`src/dfmt_pkg.sv`:
```
// Shared constants and types of the decimal formatter with fill.
package dfmt_pkg;

  localparam int BufChars  = 32;
  localparam int MagW      = 64;
  localparam int NumDigits = 20;
  localparam int BcdW      = NumDigits * 4;
  localparam int DigCntW   = 5;
  localparam int WidthW    = 7;
  localparam int MinWidthW = 6;
  localparam int CharW     = 8;
  localparam int StepW     = 6;

  localparam logic [StepW-1:0]   StepFirst = StepW'(MagW - 1);
  localparam logic [DigCntW-1:0] DigitsMax = DigCntW'(NumDigits);
  localparam logic [CharW-1:0]   ChZero    = 8'h30;
  localparam logic [CharW-1:0]   ChMinus   = 8'h2D;

  // Result of the binary to decimal conversion, leading zeros removed.
  typedef struct packed {
    logic [BcdW-1:0]    bcd;
    logic [DigCntW-1:0] ndig;
  } conv_res_t;

  // Formatting options captured with the item.
  typedef struct packed {
    logic                 neg;
    logic [MinWidthW-1:0] min_width;
    logic [CharW-1:0]     fill;
  } fmt_cmd_t;

endpackage

```
`src/decimal_formatter_with_fill.sv`:
```
// The first character follows the input transfer after the shift and add 3 steps over the
// magnitude bits, the leading zero strip, the converter's done state and the output load.
// The text then leaves at one character per cycle while the sink is ready: 1 to 32 chars.
// A new item is taken only once the previous one has been converted and its last character
// loaded into the output register; in_ready_o rises when the sequencer returns to idle.
// Reset is asynchronous and active low; it clears control state and drops out_valid_o.
module decimal_formatter_with_fill
  import dfmt_pkg::*;
(
  input  logic                 clk_i,
  input  logic                 rst_ni,
  input  logic                 in_valid_i,
  output logic                 in_ready_o,
  input  logic [MagW-1:0]      magnitude_i,
  input  logic                 negative_i,
  input  logic [MinWidthW-1:0] min_width_i,
  input  logic [CharW-1:0]     fill_char_i,
  output logic                 out_valid_o,
  input  logic                 out_ready_i,
  output logic [CharW-1:0]     text_char_o,
  output logic                 last_o
);

  // Top level sequencer: wait for an item, run the converter, then stream characters.
  typedef enum logic [2:0] {
    ST_IDLE = 3'b001,
    ST_CONV = 3'b010,
    ST_EMIT = 3'b100
  } top_state_e;

  top_state_e state_q, state_d;
  fmt_cmd_t   cmd_q;
  logic       in_xfer;
  logic       conv_done;
  conv_res_t  conv_res;
  logic       emit_start;
  logic       emit_busy;

  // The block takes a new item only between items; one transfer starts the converter.
  assign in_ready_o = (state_q == ST_IDLE);
  assign in_xfer    = in_valid_i && in_ready_o;
  assign emit_start = (state_q == ST_CONV) && conv_done;

  always_comb begin
    state_d = state_q;
    unique case (state_q)
      ST_IDLE: if (in_xfer)    state_d = ST_CONV;
      ST_CONV: if (conv_done)  state_d = ST_EMIT;
      ST_EMIT: if (!emit_busy) state_d = ST_IDLE;
      default: state_d = ST_IDLE;
    endcase
  end

  always_ff @(posedge clk_i or negedge rst_ni) begin
    if (!rst_ni) begin
      state_q <= ST_IDLE;
    end else begin
      state_q <= state_d;
    end
  end

  // Formatting options are held for the whole item; the magnitude goes straight in.
  always_ff @(posedge clk_i) begin
    if (in_xfer) begin
      cmd_q.neg       <= negative_i;
      cmd_q.min_width <= min_width_i;
      cmd_q.fill      <= fill_char_i;
    end
  end

  // The converter shifts one magnitude bit into the BCD register per cycle.
  dfmt_bcd_conv u_conv (
    .clk_i       (clk_i),
    .rst_ni      (rst_ni),
    .start_i     (in_xfer),
    .magnitude_i (magnitude_i),
    .done_o      (conv_done),
    .res_o       (conv_res)
  );

  // The emitter places the sign before or after the fill and marks the final digit.
  dfmt_emit u_emit (
    .clk_i       (clk_i),
    .rst_ni      (rst_ni),
    .start_i     (emit_start),
    .res_i       (conv_res),
    .cmd_i       (cmd_q),
    .busy_o      (emit_busy),
    .out_valid_o (out_valid_o),
    .out_ready_i (out_ready_i),
    .text_char_o (text_char_o),
    .last_o      (last_o)
  );

endmodule

```
`src/dfmt_bcd_conv.sv`:
```
// Iterative binary to BCD converter (shift and add 3) with leading zero strip.
module dfmt_bcd_conv
  import dfmt_pkg::*;
(
  input  logic            clk_i,
  input  logic            rst_ni,
  input  logic            start_i,
  input  logic [MagW-1:0] magnitude_i,
  output logic            done_o,
  output conv_res_t       res_o
);

  typedef enum logic [2:0] {
    CV_IDLE  = 3'b001,
    CV_SHIFT = 3'b010,
    CV_STRIP = 3'b100
  } cv_state_e;

  cv_state_e          state_q, state_d;
  logic [MagW-1:0]    bin_q, bin_d;
  logic [BcdW-1:0]    bcd_q, bcd_d;
  logic [StepW-1:0]   step_q, step_d;
  logic [DigCntW-1:0] ndig_q, ndig_d;
  logic [BcdW-1:0]    bcd_adj;
  logic               strip_more;

  // Add 3 to every digit that would overflow when doubled.
  always_comb begin
    for (int i = 0; i < NumDigits; i++) begin
      bcd_adj[i*4 +: 4] = (bcd_q[i*4 +: 4] >= 4'd5) ? bcd_q[i*4 +: 4] + 4'd3
                                                   : bcd_q[i*4 +: 4];
    end
  end

  assign strip_more = (bcd_q[BcdW-1 -: 4] == 4'd0) && (ndig_q > DigCntW'(1));

  always_comb begin
    state_d = state_q;
    bin_d   = bin_q;
    bcd_d   = bcd_q;
    step_d  = step_q;
    ndig_d  = ndig_q;
    done_o  = 1'b0;
    unique case (state_q)
      CV_IDLE: begin
        if (start_i) begin
          bin_d   = magnitude_i;
          bcd_d   = '0;
          step_d  = StepFirst;
          ndig_d  = DigitsMax;
          state_d = CV_SHIFT;
        end
      end
      CV_SHIFT: begin
        bcd_d  = {bcd_adj[BcdW-2:0], bin_q[MagW-1]};
        bin_d  = {bin_q[MagW-2:0], 1'b0};
        step_d = step_q - StepW'(1);
        if (step_q == '0) begin
          state_d = CV_STRIP;
        end
      end
      CV_STRIP: begin
        if (strip_more) begin
          bcd_d  = {bcd_q[BcdW-5:0], 4'd0};
          ndig_d = ndig_q - DigCntW'(1);
        end else begin
          done_o  = 1'b1;
          state_d = CV_IDLE;
        end
      end
      default: state_d = CV_IDLE;
    endcase
  end

  always_ff @(posedge clk_i or negedge rst_ni) begin
    if (!rst_ni) begin
      state_q <= CV_IDLE;
    end else begin
      state_q <= state_d;
    end
  end

  always_ff @(posedge clk_i) begin
    bin_q  <= bin_d;
    bcd_q  <= bcd_d;
    step_q <= step_d;
    ndig_q <= ndig_d;
  end

  assign res_o.bcd  = bcd_q;
  assign res_o.ndig = ndig_q;

endmodule

```
`src/dfmt_emit.sv`:
```
// Character sequencer: sign, fill and digits into a registered output stage.
module dfmt_emit
  import dfmt_pkg::*;
(
  input  logic             clk_i,
  input  logic             rst_ni,
  input  logic             start_i,
  input  conv_res_t        res_i,
  input  fmt_cmd_t         cmd_i,
  output logic             busy_o,
  output logic             out_valid_o,
  input  logic             out_ready_i,
  output logic [CharW-1:0] text_char_o,
  output logic             last_o
);

  logic [BcdW-1:0]    dig_q, dig_d;
  logic [DigCntW-1:0] left_q, left_d;
  logic [WidthW-1:0]  fill_cnt_q, fill_cnt_d;
  logic               sign_pre_q, sign_pre_d;
  logic               sign_post_q, sign_post_d;
  logic [CharW-1:0]   fill_q, fill_d;
  logic               valid_q, valid_d;
  logic [CharW-1:0]   char_q, char_d;
  logic               last_q, last_d;

  logic [WidthW-1:0]  text_len;
  logic [WidthW-1:0]  width_sat;
  logic [WidthW-1:0]  fillers;
  logic               load;

  assign text_len  = WidthW'(res_i.ndig) + WidthW'(cmd_i.neg);
  assign width_sat = (WidthW'(cmd_i.min_width) > WidthW'(BufChars)) ? WidthW'(BufChars)
                                                                    : WidthW'(cmd_i.min_width);
  assign fillers   = (width_sat > text_len) ? width_sat - text_len : '0;

  assign busy_o = (left_q != '0);
  assign load   = busy_o && (!valid_q || out_ready_i);

  always_comb begin
    dig_d       = dig_q;
    left_d      = left_q;
    fill_cnt_d  = fill_cnt_q;
    sign_pre_d  = sign_pre_q;
    sign_post_d = sign_post_q;
    fill_d      = fill_q;
    valid_d     = valid_q;
    char_d      = char_q;
    last_d      = last_q;

    if (out_ready_i) begin
      valid_d = 1'b0;
    end

    if (start_i) begin
      dig_d       = res_i.bcd;
      left_d      = res_i.ndig;
      fill_cnt_d  = fillers;
      fill_d      = cmd_i.fill;
      sign_pre_d  = cmd_i.neg && (fillers != '0) && (cmd_i.fill == ChZero);
      sign_post_d = cmd_i.neg && !((fillers != '0) && (cmd_i.fill == ChZero));
    end else if (load) begin
      valid_d = 1'b1;
      last_d  = 1'b0;
      if (sign_pre_q) begin
        char_d     = ChMinus;
        sign_pre_d = 1'b0;
      end else if (fill_cnt_q != '0) begin
        char_d     = fill_q;
        fill_cnt_d = fill_cnt_q - WidthW'(1);
      end else if (sign_post_q) begin
        char_d      = ChMinus;
        sign_post_d = 1'b0;
      end else begin
        char_d = ChZero + {4'd0, dig_q[BcdW-1 -: 4]};
        dig_d  = {dig_q[BcdW-5:0], 4'd0};
        left_d = left_q - DigCntW'(1);
        last_d = (left_q == DigCntW'(1));
      end
    end
  end

  always_ff @(posedge clk_i or negedge rst_ni) begin
    if (!rst_ni) begin
      left_q  <= '0;
      valid_q <= 1'b0;
    end else begin
      left_q  <= left_d;
      valid_q <= valid_d;
    end
  end

  always_ff @(posedge clk_i) begin
    dig_q       <= dig_d;
    fill_cnt_q  <= fill_cnt_d;
    sign_pre_q  <= sign_pre_d;
    sign_post_q <= sign_post_d;
    fill_q      <= fill_d;
    char_q      <= char_d;
    last_q      <= last_d;
  end

  assign out_valid_o = valid_q;
  assign text_char_o = char_q;
  assign last_o      = last_q;

endmodule

```
`config.mk`:
```
export PLATFORM = sky130hd
export DESIGN_NAME = decimal_formatter_with_fill
export DESIGN_NICKNAME = d
export VERILOG_FILES = /design/src/dfmt_pkg.sv /design/src/decimal_formatter_with_fill.sv /design/src/dfmt_bcd_conv.sv /design/src/dfmt_emit.sv
export SDC_FILE = /design/constraint.sdc
export NUM_CORES = 1
export LEC_CHECK = 0
export ABC_AREA = 1
export BUFFER_PORTS_ARGS = -buffer_cell sky130_fd_sc_hd__buf_2
export CELL_PAD_IN_SITES_DETAIL_PLACEMENT = 1
export CELL_PAD_IN_SITES_GLOBAL_PLACEMENT = 1
export CORE_UTILIZATION = 30
export CTS_CLUSTER_DIAMETER = 150
export DETAILED_ROUTE_END_ITERATION = 10
export PLACE_DENSITY_LB_ADDON = 0.12
export SYNTH_ARGS = -nofsm -noshare
export SYNTH_HDL_FRONTEND = slang
export SYNTH_SLANG_ARGS = --single-unit
```
`constraint.sdc`:
```
create_clock -name clk_i -period 7.7 [get_ports clk_i]
set_input_delay 0.77 -clock clk_i [delete_from_list [all_inputs] [get_ports clk_i]]
set_output_delay 0.77 -clock clk_i [all_outputs]
set_load 0.02 [all_outputs]
```
[After elaboration in Yosys (flattened, before gate mapping)]
Index checks and enable logic that the tools add are counted.
Storage, ports and cells
  register bits: 288
  output and inout bits: 11
Cells by class
  add/subtract/negate cells: 27
  magnitude comparators: 23
  equality and inequality tests: 18
  multiplexer cells: 66
  bitwise logic cells: 1
  reduce and logical (&&, ||, !) cells: 31
Operator list (count)
  two-way mux 80 bit: 7
  one-hot mux 80 bit (3 select lines): 1
  one-hot mux 64 bit (2 select lines): 1
  greater-or-equal comparator 4 x 3 -> 1 bit (second input constant): 20
  adder 4 x 2 -> 4 bit (second input constant): 19
  two-way mux 4 bit: 19
  two-way mux 64 bit: 1
  two-way mux 5 bit: 7
  two-way mux 7 bit: 5
  two-way mux 3 bit: 6
  one-hot mux 3 bit (3 select lines): 2
  AND reduction 3 bit: 6
  two-way mux 8 bit: 2
  != test 2 bit (second input constant): 7
  nonzero test 7 bit: 2
  two-way mux 6 bit: 2
  one-hot mux 6 bit (2 select lines): 1
  two-way mux 1 bit: 11
  one-hot mux 5 bit (2 select lines): 1
  subtractor 5 x 1 -> 5 bit (second input constant): 2
  == test 8 x 6 -> 1 bit (second input constant): 1
  logical AND 1 bit: 8
  nonzero test 2 bit: 4
  adder 6 x 4 -> 7 bit (first input constant): 1
  other kinds (23): 30

[Depth between registers and ports, before layout]
Gate-level depths: netlist of run 1.
  word-level depth: 9
  mapped depth: 17
  mapped depth without buffers: 17

[By module]
A second synthesis of run 1 with hierarchy kept.
Second synthesis, totals
  cell total of the unflattened synthesis: 1589
  area total of the unflattened synthesis: 14675.3 um2
Modules (own cells, without submodules)
  dfmt_bcd_conv: instances 1, cells an instance 986, area each 8662.1 um2, seq. area each 4730.8 um2
  dfmt_emit: instances 1, cells an instance 566, area each 5391.4 um2, seq. area each 3333.2 um2
  decimal_formatter_with_fill: instances 1, cells an instance 37, area each 621.8 um2, seq. area each 526.8 um2

[Worst setup path before layout of run 1]
OpenSTA, ideal clock, no wires.
  kind: reg2reg
  start point: reg state_q[0]
  end point: reg u_conv.bcd_q[0] (enable)
  arrival time: 3473 ps
  slack: 3793 ps
  cell stages (with the launch flop): 9
  clock period less this slack: 3907 ps
  cells stage by stage: dfstp_2 -> inv_1 -> nor3_1 -> nand2_1 -> inv_1 -> nor2_1 -> inv_1 -> o21ai_0 -> inv_1
On the way
  word-level cells in the longest chain between the ends: 4
RTL lines
  start, declared: RTL line decimal_formatter_with_fill.sv:31  | top_state_e state_q, state_d;
  start signal, assigned: RTL line decimal_formatter_with_fill.sv:58  | state_q <= state_d;
  == test 3 x 1 -> 1 bit: RTL line decimal_formatter_with_fill.sv:40  | assign in_ready_o = (state_q == ST_IDLE);
  named net in_ready_o: RTL line decimal_formatter_with_fill.sv:13  | output logic in_ready_o,
  logical AND 1 bit: RTL line decimal_formatter_with_fill.sv:41  | assign in_xfer = in_valid_i && in_ready_o;
  named net in_xfer: RTL line decimal_formatter_with_fill.sv:33  | logic in_xfer;
  != test 2 bit (no source line)
  AND reduction 3 bit (no source line)
  end signal, assigned: RTL line dfmt_bcd_conv.sv:85  | bcd_q <= bcd_d;
  end, declared: RTL line dfmt_bcd_conv.sv:21  | logic [BcdW-1:0] bcd_q, bcd_d;
The timed path passes the listed nets, and every way through them passes these cells.
A chain may end at the register's enable or synchronous reset.

[Worst setup path after layout of run 1]
  start point: reg state_q[0]
  end point: reg u_conv.bcd_q[14] (enable)
On the way
  word-level cells in the longest chain between the ends: 4
RTL lines (RTL line)
  == test 3 x 1 -> 1 bit: decimal_formatter_with_fill.sv:40
  logical AND 1 bit: decimal_formatter_with_fill.sv:41
  named net in_xfer: decimal_formatter_with_fill.sv:33
  != test 2 bit (no source line)
  AND reduction 3 bit (no source line)
The timed path passes the listed nets, and every way through them passes these cells.

==> summary.md, run 1 <==
| Metric | Value |
|---|---|
| Status | `completed` |
| Largest family of logic cells by synthesized area | `simple AND/OR/NAND/NOR gates` |
| Worst path max stage delay | `620 ps` |
| Fmax | `293.1 MHz` |
| Post-synthesis compound-gate area fraction | `0.1236` |
| Worst hold path type | `in2async` |
| Slowest CP cell | `buf_4` |
| LEAKAGE | `6.761 nW` |
| Synth-to-Final Area Change | `14.04%` |
| Number of port buffers | `93` |
| Hpwl dp | `21,340 µm` |
| Synth unique cells | `41` |
| WP data arrival | `3580 ps` |
| Chip Height | `222.5 µm` |
| CP bufs+invs | `5` |
| Final WL | `33,290 µm` |
| # DRC | `0` |
| Fin. Hold Viols | `0` |
| Pre-CTS WS | `4135 ps` |
| Clock Path Buffers | `3` |
| Initial Utilization | `0.3048` |
| Fin crit share | `0.4430` |
| Die footprint | `49,490 µm²` |
| Die Width | `222.5 µm` |
| Row count | `80` |
| First-pass DRT Iterations | `5` |
| Largest net degree at the start of global routing | `85` |
| Final setup margin | `4289 ps` |
| Htree depth | `2` |
| Global-route wire length before repair | `56,050 µm` |
| Post-Synth XOR/XNOR Area | `0.01742` |
| RSZ-0062 raised after global routing | `no` |
| Crit path top cell by count | `inv_1` |
| Ant. Diodes | `0` |
| Final net count | `1,642` |
| Hold WS | `150.3 ps` |
| R2r endpoint | `u_conv.bcd_q[14]$_DFFE_PP_` |
| Via Count | `10,110` |
| R2r setup slk | `4290 ps` |
| Commonest cells after routing, fill and taps aside | `nand2_1, edfxtp_1, inv_1` |
| Core area | `47,850 µm²` |
| Largest fanout on the critical path | `43` |
| EDFF count, synth | `276` |
| Layout cell share with drive strength beyond 1 | `0.1576` |
| Main flop type after synthesis | `edfxtp_1` |
| Setup violators final | `0` |
| Gr usage total | `0.1386` |
| Clk_skew | `20.77 ps` |
| DR WL/cell | `15.53 µm` |
| Multiplexer share of the synthesized area | `0` |
| Peak VDD IR | `0.1492 mV` |
| FF-to-FF path depth | `9` |
| Fin crit period | `3411 ps` |
| Yosys warns | `0` |
| Setup tns final | `0 ps` |
| Detail Route Antenna Nets | `0` |
| Cell Area, Synth | `14,580 µm²` |
| Overflow after GRT | `0` |
| Vias in the first global route | `10,740` |
| CTS tree | `built` |
| Actual slew at the worst max-slew pin | `1146 ps` |
| Top delay family on crit path | `buffers and inverters` |
| Register area share after synthesis | `0.5892` |
| Simple-gate portion of the synthesized area | `0.1533` |
| Via density | `4.715` |
| Final RePlAce weighted congestion | `0.7622` |
| Post-synth ARST share | `0.04167` |
| Syn Nets | `1,556` |
| CTS sink cnt | `288` |
| Worst skew pair latency | `540 ps` |
| Adder-Cell Fraction of Synth Area | `0.04943` |
| Worst reg2reg path startpoint | `state_q[0]$_DFFE_PN1P_` |
| Post-Syn Instances | `1,416` |
| Ports | `94` |
| Post-CTS Setup Inserts | `0` |
| CP Capture Type | `register` |
| Clock Pin Slew Worst Setup and Hold Paths | `60 ps` |
| Final slew viol count | `0` |
| Levels on crit path | `9` |
| FF+latch count, synth | `288` |
| Worst path cell trace | `inv_1 > nor3_1 > nand2_1 > inv_1 > nor2_1 > inv_1 > o21ai_0 > clkinv_2 > buf_4` |
| Worst Setup Path Type | `reg2reg` |
| Cts-stage hold buffer count | `0` |
| Pwr per Cell Area | `351.9 nW/µm²` |
| Syn avg cell area | `10.30 µm²` |
| Total CTS buffers | `37` |
| Post-CTS sizing | `0` |
| Initial antenna violation count | `0` |
| Root Driver | `clkbuf_16` |
| Critical path required time | `7870 ps` |
| Max-cap violations | `0` |
| DR iter-0 viols | `491` |
| Commonest non-fill, non-tap cell in the layout | `nand2_1` |
| CP startpoint kind | `register` |
| Rel. slew slack | `0.2358` |
worst register-to-register path, cell delays in order, from the launching register on:
cell and delay, ps:
dfstp_2 530, inv_1 50, nor3_1 230, nand2_1 130, inv_1 510, nor2_1 130
inv_1 80, o21ai_0 130, clkinv_2 560, buf_4 650
worst max path at each step:
stage	from	to	slack, ps
after floorplan	state_q[0]$_DFFE_PN1P_	u_conv.bcd_q[0]$_DFFE_PP_	3790
after global placement	in_valid_i	u_conv.bcd_q[0]$_DFFE_PP_	4190
after detailed placement	state_q[0]$_DFFE_PN1P_	u_conv.bcd_q[4]$_DFFE_PP_	4130
after CTS	state_q[0]$_DFFE_PN1P_	u_conv.bcd_q[2]$_DFFE_PP_	4120
after global routing	state_q[0]$_DFFE_PN1P_	u_conv.bcd_q[4]$_DFFE_PP_	3900
final	state_q[0]$_DFFE_PN1P_	u_conv.bcd_q[14]$_DFFE_PP_	4290
kinds of logic after synthesis:
group           Yosys count
fa+ha+maj                57
xor+xnor                 29
buf+inv                 215
flops                   288
compound gates          289
simple gates            538
per-layer routing:
layer	share of wire	vias to the layer above	GRT usage
met5	0	-	0
met4	0.021	0	0.04538
met3	0.031	52	0.02235
met2	0.44	123	0.2218
met1	0.50	4919	0.1910
li1	-	5015	-
stage by stage:
step                std cells  power [mW]  cell area [µm²]    util
floorplan                1416       3.755            14580       -
global placement         2078       4.299            15520  0.3245
detailed placement       2078       4.329            15520  0.3245
CTS                      2144       5.977            16630  0.3475
global route             2144       6.300            16630  0.3475
finish                   2144       5.851            16630  0.3475
cells in the mapped netlist, types with 3 or more instances:
cell type	number	area, µm²
nor2_1	62	232.7
buf_2	18	90.09
nor2_2	4	25.02
xnor2_1	3	26.28
nand3_1	60	300.3
edfxtp_1	276	8288
nand4_1	5	31.28
o21ai_0	119	595.6
o31ai_1	3	22.52
o22ai_1	28	175.2
nand2_2	3	18.77
inv_2	3	11.26
o22a_1	3	26.28
o32ai_1	11	96.34
inv_1	158	593.1
buf_6	19	214.0
nand2_1	376	1411
or2_2	14	87.58
a21oi_1	33	165.2
ha_1	56	700.7
o21ai_1	18	90.09
nor3_2	3	30.03
o211ai_1	13	97.59
dfrtp_1	10	250.2
clkbuf_1	15	56.30
xor2_1	26	227.7
o21ai_2	58	508.0
nor3_1	4	20.02
power breakdown:
part | switching (mW) | internal, mW
Clock | 0.670 | 0.923
Combinational | 1.27 | 0.466
Sequential | 0.217 | 2.30
Total | 2.16 | 3.69
registers in the layout, summed over array words and instances (netlist names):
signal and cells:
u_emit.fill_q 8, state_q 3, u_emit.last_o 1, u_conv.bcd_q 80, u_emit.sign_post_q 1, u_conv.step_q 6
u_emit.fill_cnt_q 7, u_emit.left_q 5, u_conv.ndig_q 5, u_conv.state_q 3, u_emit.sign_pre_q 1, u_emit.text_char_o 8
u_emit.out_valid_o 1, cmd_q 15, u_emit.dig_q 80, u_conv.bin_q 64
final cells by class:
type / instances / area (µm²)
Tap cell: 615 / 769.5
Fill cell: 5405 / 31220
Timing Repair Buffer: 101 / 525.5
Clock inverter: 17 / 91.34
Clock buffer: 49 / 1012
Multi-Input combinational cell: 913 / 5032
Sequential cell: 288 / 8591
Inverter: 161 / 606.8
No activity file was read; power rests on OpenSTA's default activity.
==> run 2: changes to the inputs <==
Clock period 7.7 ns to 3 ns, I/O delays scaled along.
==> summary.md, run 2 (synthesized netlist as in run 1, its figures left out) <==
| Metric | Value |
|---|---|
| Worst path max stage delay | `470 ps (-150 ps)` |
| Root Driver | `clkbuf_16` |
| Largest fanout on the critical path | `5 (-88%)` |
| Total CTS buffers | `37 (unchanged)` |
| Final net count | `1,701 (+3.6%)` |
| First-pass DRT Iterations | `4 (-1)` |
| Fmax | `380.5 MHz (+30%)` |
| Fin. Hold Viols | `0 (unchanged)` |
| Commonest non-fill, non-tap cell in the layout | `nand2_1` |
| DR WL/cell | `15.40 µm (-0.81%)` |
| Clock Pin Slew Worst Setup and Hold Paths | `60 ps (about the same)` |
| Via Count | `10,290 (+1.7%)` |
| Tot Pwr | `15.66 mW (+170%)` |
| Ports | `94 (unchanged)` |
| Max-cap violations | `0 (unchanged)` |
| Worst hold path type | `in2reg` |
| Setup tns final | `0 ps (unchanged)` |
| Status | `completed` |
| Clock Path Buffers | `3 (unchanged)` |
| DR iter-0 viols | `374 (-24%)` |
| Critical path required time | `3290 ps (-4580 ps)` |
| Slowest CP cell | `edfxtp_1` |
| Synth-to-Final Area Change | `19.74%` |
| Row count | `80 (unchanged)` |
| CP bufs+invs | `1 (-4)` |
| CTS tree | `built` |
| Via density | `4.664 (-1.1%)` |
| Post-CTS Setup Inserts | `0 (unchanged)` |
| Commonest cells after routing, fill and taps aside | `nand2_1, edfxtp_1, inv_1` |
| Die footprint | `49,490 µm² (unchanged)` |
| Top flop regs | `u_conv.bcd_q: 80 flops, u_emit.dig_q: 80 flops, u_conv.bin_q: 64 flops` |
| Final RePlAce weighted congestion | `0.7694 (+0.94%)` |
| Largest net degree at the start of global routing | `122 (+44%)` |
| CP Capture Type | `register` |
| Top delay family on crit path | `simple AND/OR/NAND/NOR gates` |
| Ant. Diodes | `0 (unchanged)` |
| Cts-stage hold buffer count | `54 (+54)` |
| Detail Route Antenna Nets | `0 (unchanged)` |
| Worst reg2reg path startpoint | `u_conv.ndig_q[0]$_SDFFCE_PN0P_` |
| Fin crit period | `2628 ps (-783.6 ps)` |
| Clk_skew | `22.27 ps (+1.502 ps)` |
| Worst skew pair latency | `550 ps (about the same)` |
| Critical Path Start | `u_conv.ndig_q[0]$_SDFFCE_PN0P_` |
| Initial Utilization | `0.3048 (unchanged)` |
| Hpwl dp | `21,680 µm (+1.6%)` |
| Post-CTS sizing | `0 (unchanged)` |
| Worst path cell trace | `ha_1 > ha_1 > nand3_1 > xor2_1 > ha_1 > nand2_1 > inv_1 > nand2_1 > nand2_1 > a21oi_2 > nand2_2 > nand2_1 > nor2_2 > nor2_1 > nor2_1` |
| Number of port buffers | `93 (unchanged)` |
| Setup violators final | `0 (unchanged)` |
| Final slew viol count | `0 (unchanged)` |
| Core area | `47,850 µm² (unchanged)` |
| Htree depth | `2 (unchanged)` |
| Gr usage total | `0.1408 (+0.002177)` |
| R2r setup slk | `370 ps (-3920 ps)` |
| # DRC | `0 (unchanged)` |
| CP startpoint kind | `register` |
| Rel. slew slack | `0.3044 (+0.06867)` |
| Layout cell share with drive strength beyond 1 | `0.1616 (+0.004016)` |
| Vias in the first global route | `10,990 (+2.4%)` |
| CTS sink cnt | `288 (unchanged)` |
| Hold WS | `31.67 ps (-118.6 ps)` |
| Hold_sp | `magnitude_i[14]` |
| Die Width | `222.5 µm (unchanged)` |
| RSZ-0062 raised after global routing | `no` |
| Final WL | `33,960 µm (+2.0%)` |
| LEAKAGE | `7.129 nW (+5.4%)` |
| Overflow after GRT | `0 (unchanged)` |
| Chip Height | `222.5 µm (unchanged)` |
| Worst Setup Path Type | `reg2reg` |
| Fin crit share | `0.8760 (+0.4329)` |
| Crit path top cell by count | `nand2_1` |
| Initial antenna violation count | `0 (unchanged)` |
| Actual slew at the worst max-slew pin | `1032 ps (-113.9 ps)` |
| WP data arrival | `2920 ps (-660 ps)` |
| Peak VDD IR | `0.5576 mV (+270%)` |
| Global-route wire length before repair | `56,720 µm (+1.2%)` |
| Pwr per Cell Area | `896.9 nW/µm² (+150%)` |
==> run 2: cell count changes in the layout (fill, tap and decap cells not counted), moves of 2 or more <==
cell,previous run,this run
dlygate4sd3_1,0,54
clkinv_1,11,6
clkinv_2,4,10
clkbuf_8,2,0
clkbuf_1,9,6
buf_12,0,7
buf_4,8,6
bufinv_16,0,6
==> run 2: worst paths after layout <==
path	to	depth (start not counted)
max in group asynchronous	u_conv.state_q[0]$_DFFE_PN1P_	2
max reg2reg	u_emit.sign_post_q$_SDFFCE_PN0P_	15
min reg2reg	u_emit.fill_q[6]$_DFFE_PP_	0
min	u_conv.bin_q[14]$_DFFE_PP_	3
max	u_emit.sign_post_q$_SDFFCE_PN0P_	15
min in group asynchronous	state_q[1]$_DFFE_PN0P_	2
==> run 2: tightest hold or removal path, delay by kind of cell <==
kind | cells | cell delay [ps]
and+or+nand+nor | 2 | 90
buffers and inverters | 1 | 80
==> run 2: area by class of cell <==
class / instances / area (µm²)
Multi-Input combinational cell: 913 / 5037
Fill cell: 5416 / 30390
Inverter: 161 / 609.3
Timing Repair Buffer: 160 / 1191
Clock buffer: 45 / 998.5
Tap cell: 615 / 769.5
Clock inverter: 23 / 264.0
Sequential cell: 288 / 8591
==> run 2: report_power, final <==
group | total, mW | internal (mW) | leakage, nW | switching, mW
sequential | 6.44 | 5.89 | 2.71 | 0.559
clock | 4.65 | 2.89 | 0.622 | 1.76
combinational | 4.57 | 1.33 | 3.80 | 3.24
==> run 2: layer usage <==
metal / global-route usage / share of wire / wire length [µm]
met4: 0.04872 / 0.024 / 826
met5: 0 / 0 / 0
met3: 0.02407 / 0.029 / 998
met1: 0.1830 / 0.48 / 16270
met2: 0.2361 / 0.47 / 15870
==> run 2: stage by stage <==
stage          cells  worst slack [ps]  utilization  area [µm²]
2_1_floorplan   1416             54.11            -       14590
3_5_place_dp    2083             362.6       0.3272       15660
5_1_grt         2205             122.0       0.3649       17460
4_1_cts         2205             347.2       0.3649       17460
3_3_place_gp    2083             451.1       0.3272       15660
6_report        2205             372.1       0.3649       17460
==> run 3: changes to the inputs <==
--- a/config.mk
+++ b/config.mk
@@ -16,3 +16,4 @@
 export SYNTH_ARGS = -nofsm -noshare
 export SYNTH_HDL_FRONTEND = slang
+export SYNTH_HIERARCHICAL = 1
 export SYNTH_SLANG_ARGS = --single-unit
==> constraint.sdc (replaced) <==
create_clock -name clk_i -period 3 [get_ports clk_i]
set_input_delay 0.15 -clock clk_i [delete_from_list [all_inputs] [get_ports clk_i]]
set_output_delay 0.15 -clock clk_i [all_outputs]
set_load 0.02 [all_outputs]
==> summary.md, run 3 <==
| Metric | Value |
|---|---|
| Status | `completed` |
| Cell Area, Synth | `14,680 µm² (+0.64%)` |
| Peak VDD IR | `0.3801 mV (-32%)` |
| Fmax | `373.3 MHz (-1.9%)` |
| DR iter-0 viols | `494 (+32%)` |
| Area leader, netlist | `edfxtp_1` |
| Detail Route Antenna Nets | `0 (unchanged)` |
| Register area share after synthesis | `0.5854 (-0.003767)` |
| First-pass DRT Iterations | `4 (unchanged)` |
| RSZ-0062 raised after global routing | `no` |
| Initial antenna violation count | `0 (unchanged)` |
| Die footprint | `49,810 µm² (+0.64%)` |
| Rel. slew slack | `0.2491 (-0.05531)` |
| EDFF count, synth | `276 (unchanged)` |
| LEAKAGE | `7.560 nW (+6.1%)` |
| WP data arrival | `2980 ps (+60 ps)` |
| Final slew viol count | `0 (unchanged)` |
| Worst path cell trace | `ha_1 > ha_1 > xnor2_1 > ha_1 > a21oi_1 > nand2_1 > nand2_1 > nand2_2 > nand3_1 > nand2_1 > nor2_1 > nand2_1 > nand2_1 > nor2_2` |
| Final setup margin | `321.1 ps (-51.04 ps)` |
| Clk_skew | `17.36 ps (-4.908 ps)` |
| Pre-CTS WS | `319.9 ps (-42.76 ps)` |
| Hpwl dp | `22,570 µm (+4.1%)` |
| # DRC | `0 (unchanged)` |
| Overflow after GRT | `0 (unchanged)` |
| Syn Nets | `1,731 (+11%)` |
| Die Width | `223.2 µm (+0.32%)` |
| Clock Path Buffers | `3 (unchanged)` |
| Htree depth | `2 (unchanged)` |
| Fin crit period | `2679 ps (+51.04 ps)` |
| Pwr per Cell Area | `890.6 nW/µm² (-0.71%)` |
| Synth top area share | `0.5648 (-0.003635)` |
| FF+latch count, synth | `288 (unchanged)` |
| Row count | `80 (unchanged)` |
| Slowest CP cell | `edfxtp_1` |
| Top delay family on crit path | `adder cells` |
| Placed cells | `2,260 (+8.5%)` |
| Crit path top cell by count | `nand2_1` |
| Max-cap violations | `0 (unchanged)` |
| Core area | `47,950 µm² (+0.21%)` |
| Post-CTS Setup Inserts | `0 (unchanged)` |
| Root Driver | `clkbuf_16` |
| Yosys warns | `6 (+6)` |
| Synth top area cells | `edfxtp_1, nand2_1, ha_1` |
| DR WL/cell | `15.04 µm (-2.3%)` |
| Top flop regs | `u_conv/bcd_q: 80 flops, u_emit/dig_q: 80 flops, u_conv/bin_q: 64 flops` |
| Setup violators final | `0 (unchanged)` |
| Non-filler instance count after layout | `2,408 (+9.2%)` |
| Worst hold path type | `in2async` |
| Worst path max stage delay | `500 ps (+30 ps)` |
| CP bufs+invs | `0 (-1)` |
| Total CTS buffers | `36 (-2.7%)` |
| Final design utilization | `0.3721 (+0.007119)` |
| Ant. Diodes | `0 (unchanged)` |
| Commonest non-fill, non-tap cell in the layout | `nand2_1` |
| Worst Setup Path Type | `reg2reg` |
| Actual slew at the worst max-slew pin | `1115 ps (+82.09 ps)` |
| Final WL | `36,220 µm (+6.6%)` |
| Largest fanout on the critical path | `7 (+2)` |
| Synth-to-Final Area Change | `21.55%` |
| Global-route wire length before repair | `61,040 µm (+7.6%)` |
| Gr usage total | `0.1507 (+0.009944)` |
| Post-synth top cells | `nand2_1, edfxtp_1, inv_1` |
| Worst skew pair latency | `540 ps (about the same)` |
| Via Count | `11,160 (+8.5%)` |
| Clock Pin Slew Worst Setup and Hold Paths | `60 ps (about the same)` |
| Largest net degree at the start of global routing | `107 (-12%)` |
| Fin. Hold Viols | `0 (unchanged)` |
| Final RePlAce weighted congestion | `0.7366 (-4.3%)` |
| Syn avg cell area | `9.236 µm² (-10%)` |
| Post-CTS sizing | `0 (unchanged)` |
| Layout cell share with drive strength beyond 1 | `0.1076 (-0.05399)` |
| Post-Syn Instances | `1,589 (+12%)` |
| Synth unique cells | `42 (+2.4%)` |
| CTS tree | `built` |
| Setup tns final | `0 ps (unchanged)` |
| Initial Utilization | `0.3061 (+0.001321)` |
| CTS sink cnt | `288 (unchanged)` |
| Commonest cells after routing, fill and taps aside | `nand2_1, edfxtp_1, inv_1` |
| Critical path required time | `3300 ps (about the same)` |
| Fin crit share | `0.8930 (+0.01701)` |
| Chip Height | `223.2 µm (+0.32%)` |
| Filler cells | `5,503 (+1.6%)` |
| Final net count | `1,907 (+12%)` |
| Via density | `4.634 (-0.65%)` |
| CP Capture Type | `register` |
| Dominant cell by count in the synthesized netlist | `nand2_1` |
| Main flop type after synthesis | `edfxtp_1` |
| Ports | `94 (unchanged)` |
| Vias in the first global route | `12,020 (+9.3%)` |
| Number of port buffers | `93 (unchanged)` |
| CP startpoint kind | `register` |
| Post-synth ARST share | `0.04167 (unchanged)` |
[run 3: changes by cell type in the layout (fill, tap and decap cells not counted), sizes merged, moves of 13 or more]
| cell | change |
|---|---|
| nand2 | +274 |
| o21ai | -91 |
| o211ai | -13 |
| or2 | -13 |
| a21oi | -15 |
| dlygate4sd3 | +28 |
| nand3 | +22 |
| nor2 | +16 |
[run 3: timing repair]
item / CTS / global route
setup endpoints to repair: 0 / 0
hold endpoints to repair: 94 / 0
hold buffers: 82 / 0
[run 3: metrics by stage]
step                      hold WS [ps]  instance area [µm²]  power, mW
after global placement           65.16                15890      11.63
after global routing             75.67                17840      17.17
after floorplan                 -145.6                14700      10.12
after detailed placement         63.46                15890      11.82
final                            65.60                17840      15.89
after CTS                        12.72                17840      16.22
[run 3: path summary, 6_finish.rpt]
check	cells past startpoint	slack [ps]	to	startpoint
hold / removal	2	70	u_emit/out_valid_o$_DFF_PN0_	rst_ni
setup / recovery	14	320	u_emit/sign_pre_q$_SDFFCE_PN0P_	u_conv/ndig_q[0]$_SDFFCE_PP0P_
max in group asynchronous	2	2640	u_conv/state_q[0]$_DFFE_PN1P_	rst_ni
min in group clk_i	2	330	cmd_q[14]$_DFFE_PP_	negative_i
hold reg to reg	0	450	u_emit/fill_q[1]$_DFFE_PP_	cmd_q[1]$_DFFE_PP_
setup reg to reg	14	320	u_emit/sign_pre_q$_SDFFCE_PN0P_	u_conv/ndig_q[0]$_SDFFCE_PP0P_
[run 3: layout make-up]
class | count | area (µm²) | area share
sequential | 288 | 8591 | 0.4816
inverter | 166 | 625.6 | 0.03507
tap | 615 | 769.5 | 0.04314
clock buffer | 49 | 991.0 | 0.05555
timing repair buffer | 190 | 1474 | 0.08263
clock inverter | 17 | 135.1 | 0.007575
multi-input combinational | 1083 | 5253 | 0.2945
[run 3: per-layer routing]
| metal | part of all wire | global-route usage | routed length [µm] |
|---|---|---|---|
| met5 | 0 | 0 | 0 |
| met2 | 0.49 | 0.2642 | 17590 |
| met1 | 0.46 | 0.1898 | 16840 |
| met3 | 0.027 | 0.02160 | 968 |
| met4 | 0.023 | 0.04983 | 822 |
[run 3: power by group]
part           leakage [nW]  switching, mW  internal (mW)
Sequential             2.71          0.994           5.97
Clock                 0.548           1.70           2.49
Combinational          4.31           3.20           1.53
Total                  7.56           5.90           9.99
[run 3: cells by family (layout without fill, tap and decap cells)]
group	Yosys count	after routing	share of synthesized area
XOR/XNOR	27	27	0.01611
flip-flops	288	288	0.5854
buffers and inverters	218	422	0.05934
AND/OR/NAND/NOR	835	835	0.2283
AO/OA/AOI/OAI	162	162	0.06002
adder cells (fa/ha/maj)	59	59	0.05081
[run 3: worst reg2reg max path: stages (launching register included)]
cell and delay (ps):
edfxtp_1 500, ha_1 270, ha_1 210, xnor2_1 130
ha_1 370, a21oi_1 230, nand2_1 100, nand2_1 80
nand2_2 80, nand3_1 110, nand2_1 70, nor2_1 110
nand2_1 80, nand2_1 70, nor2_2 30
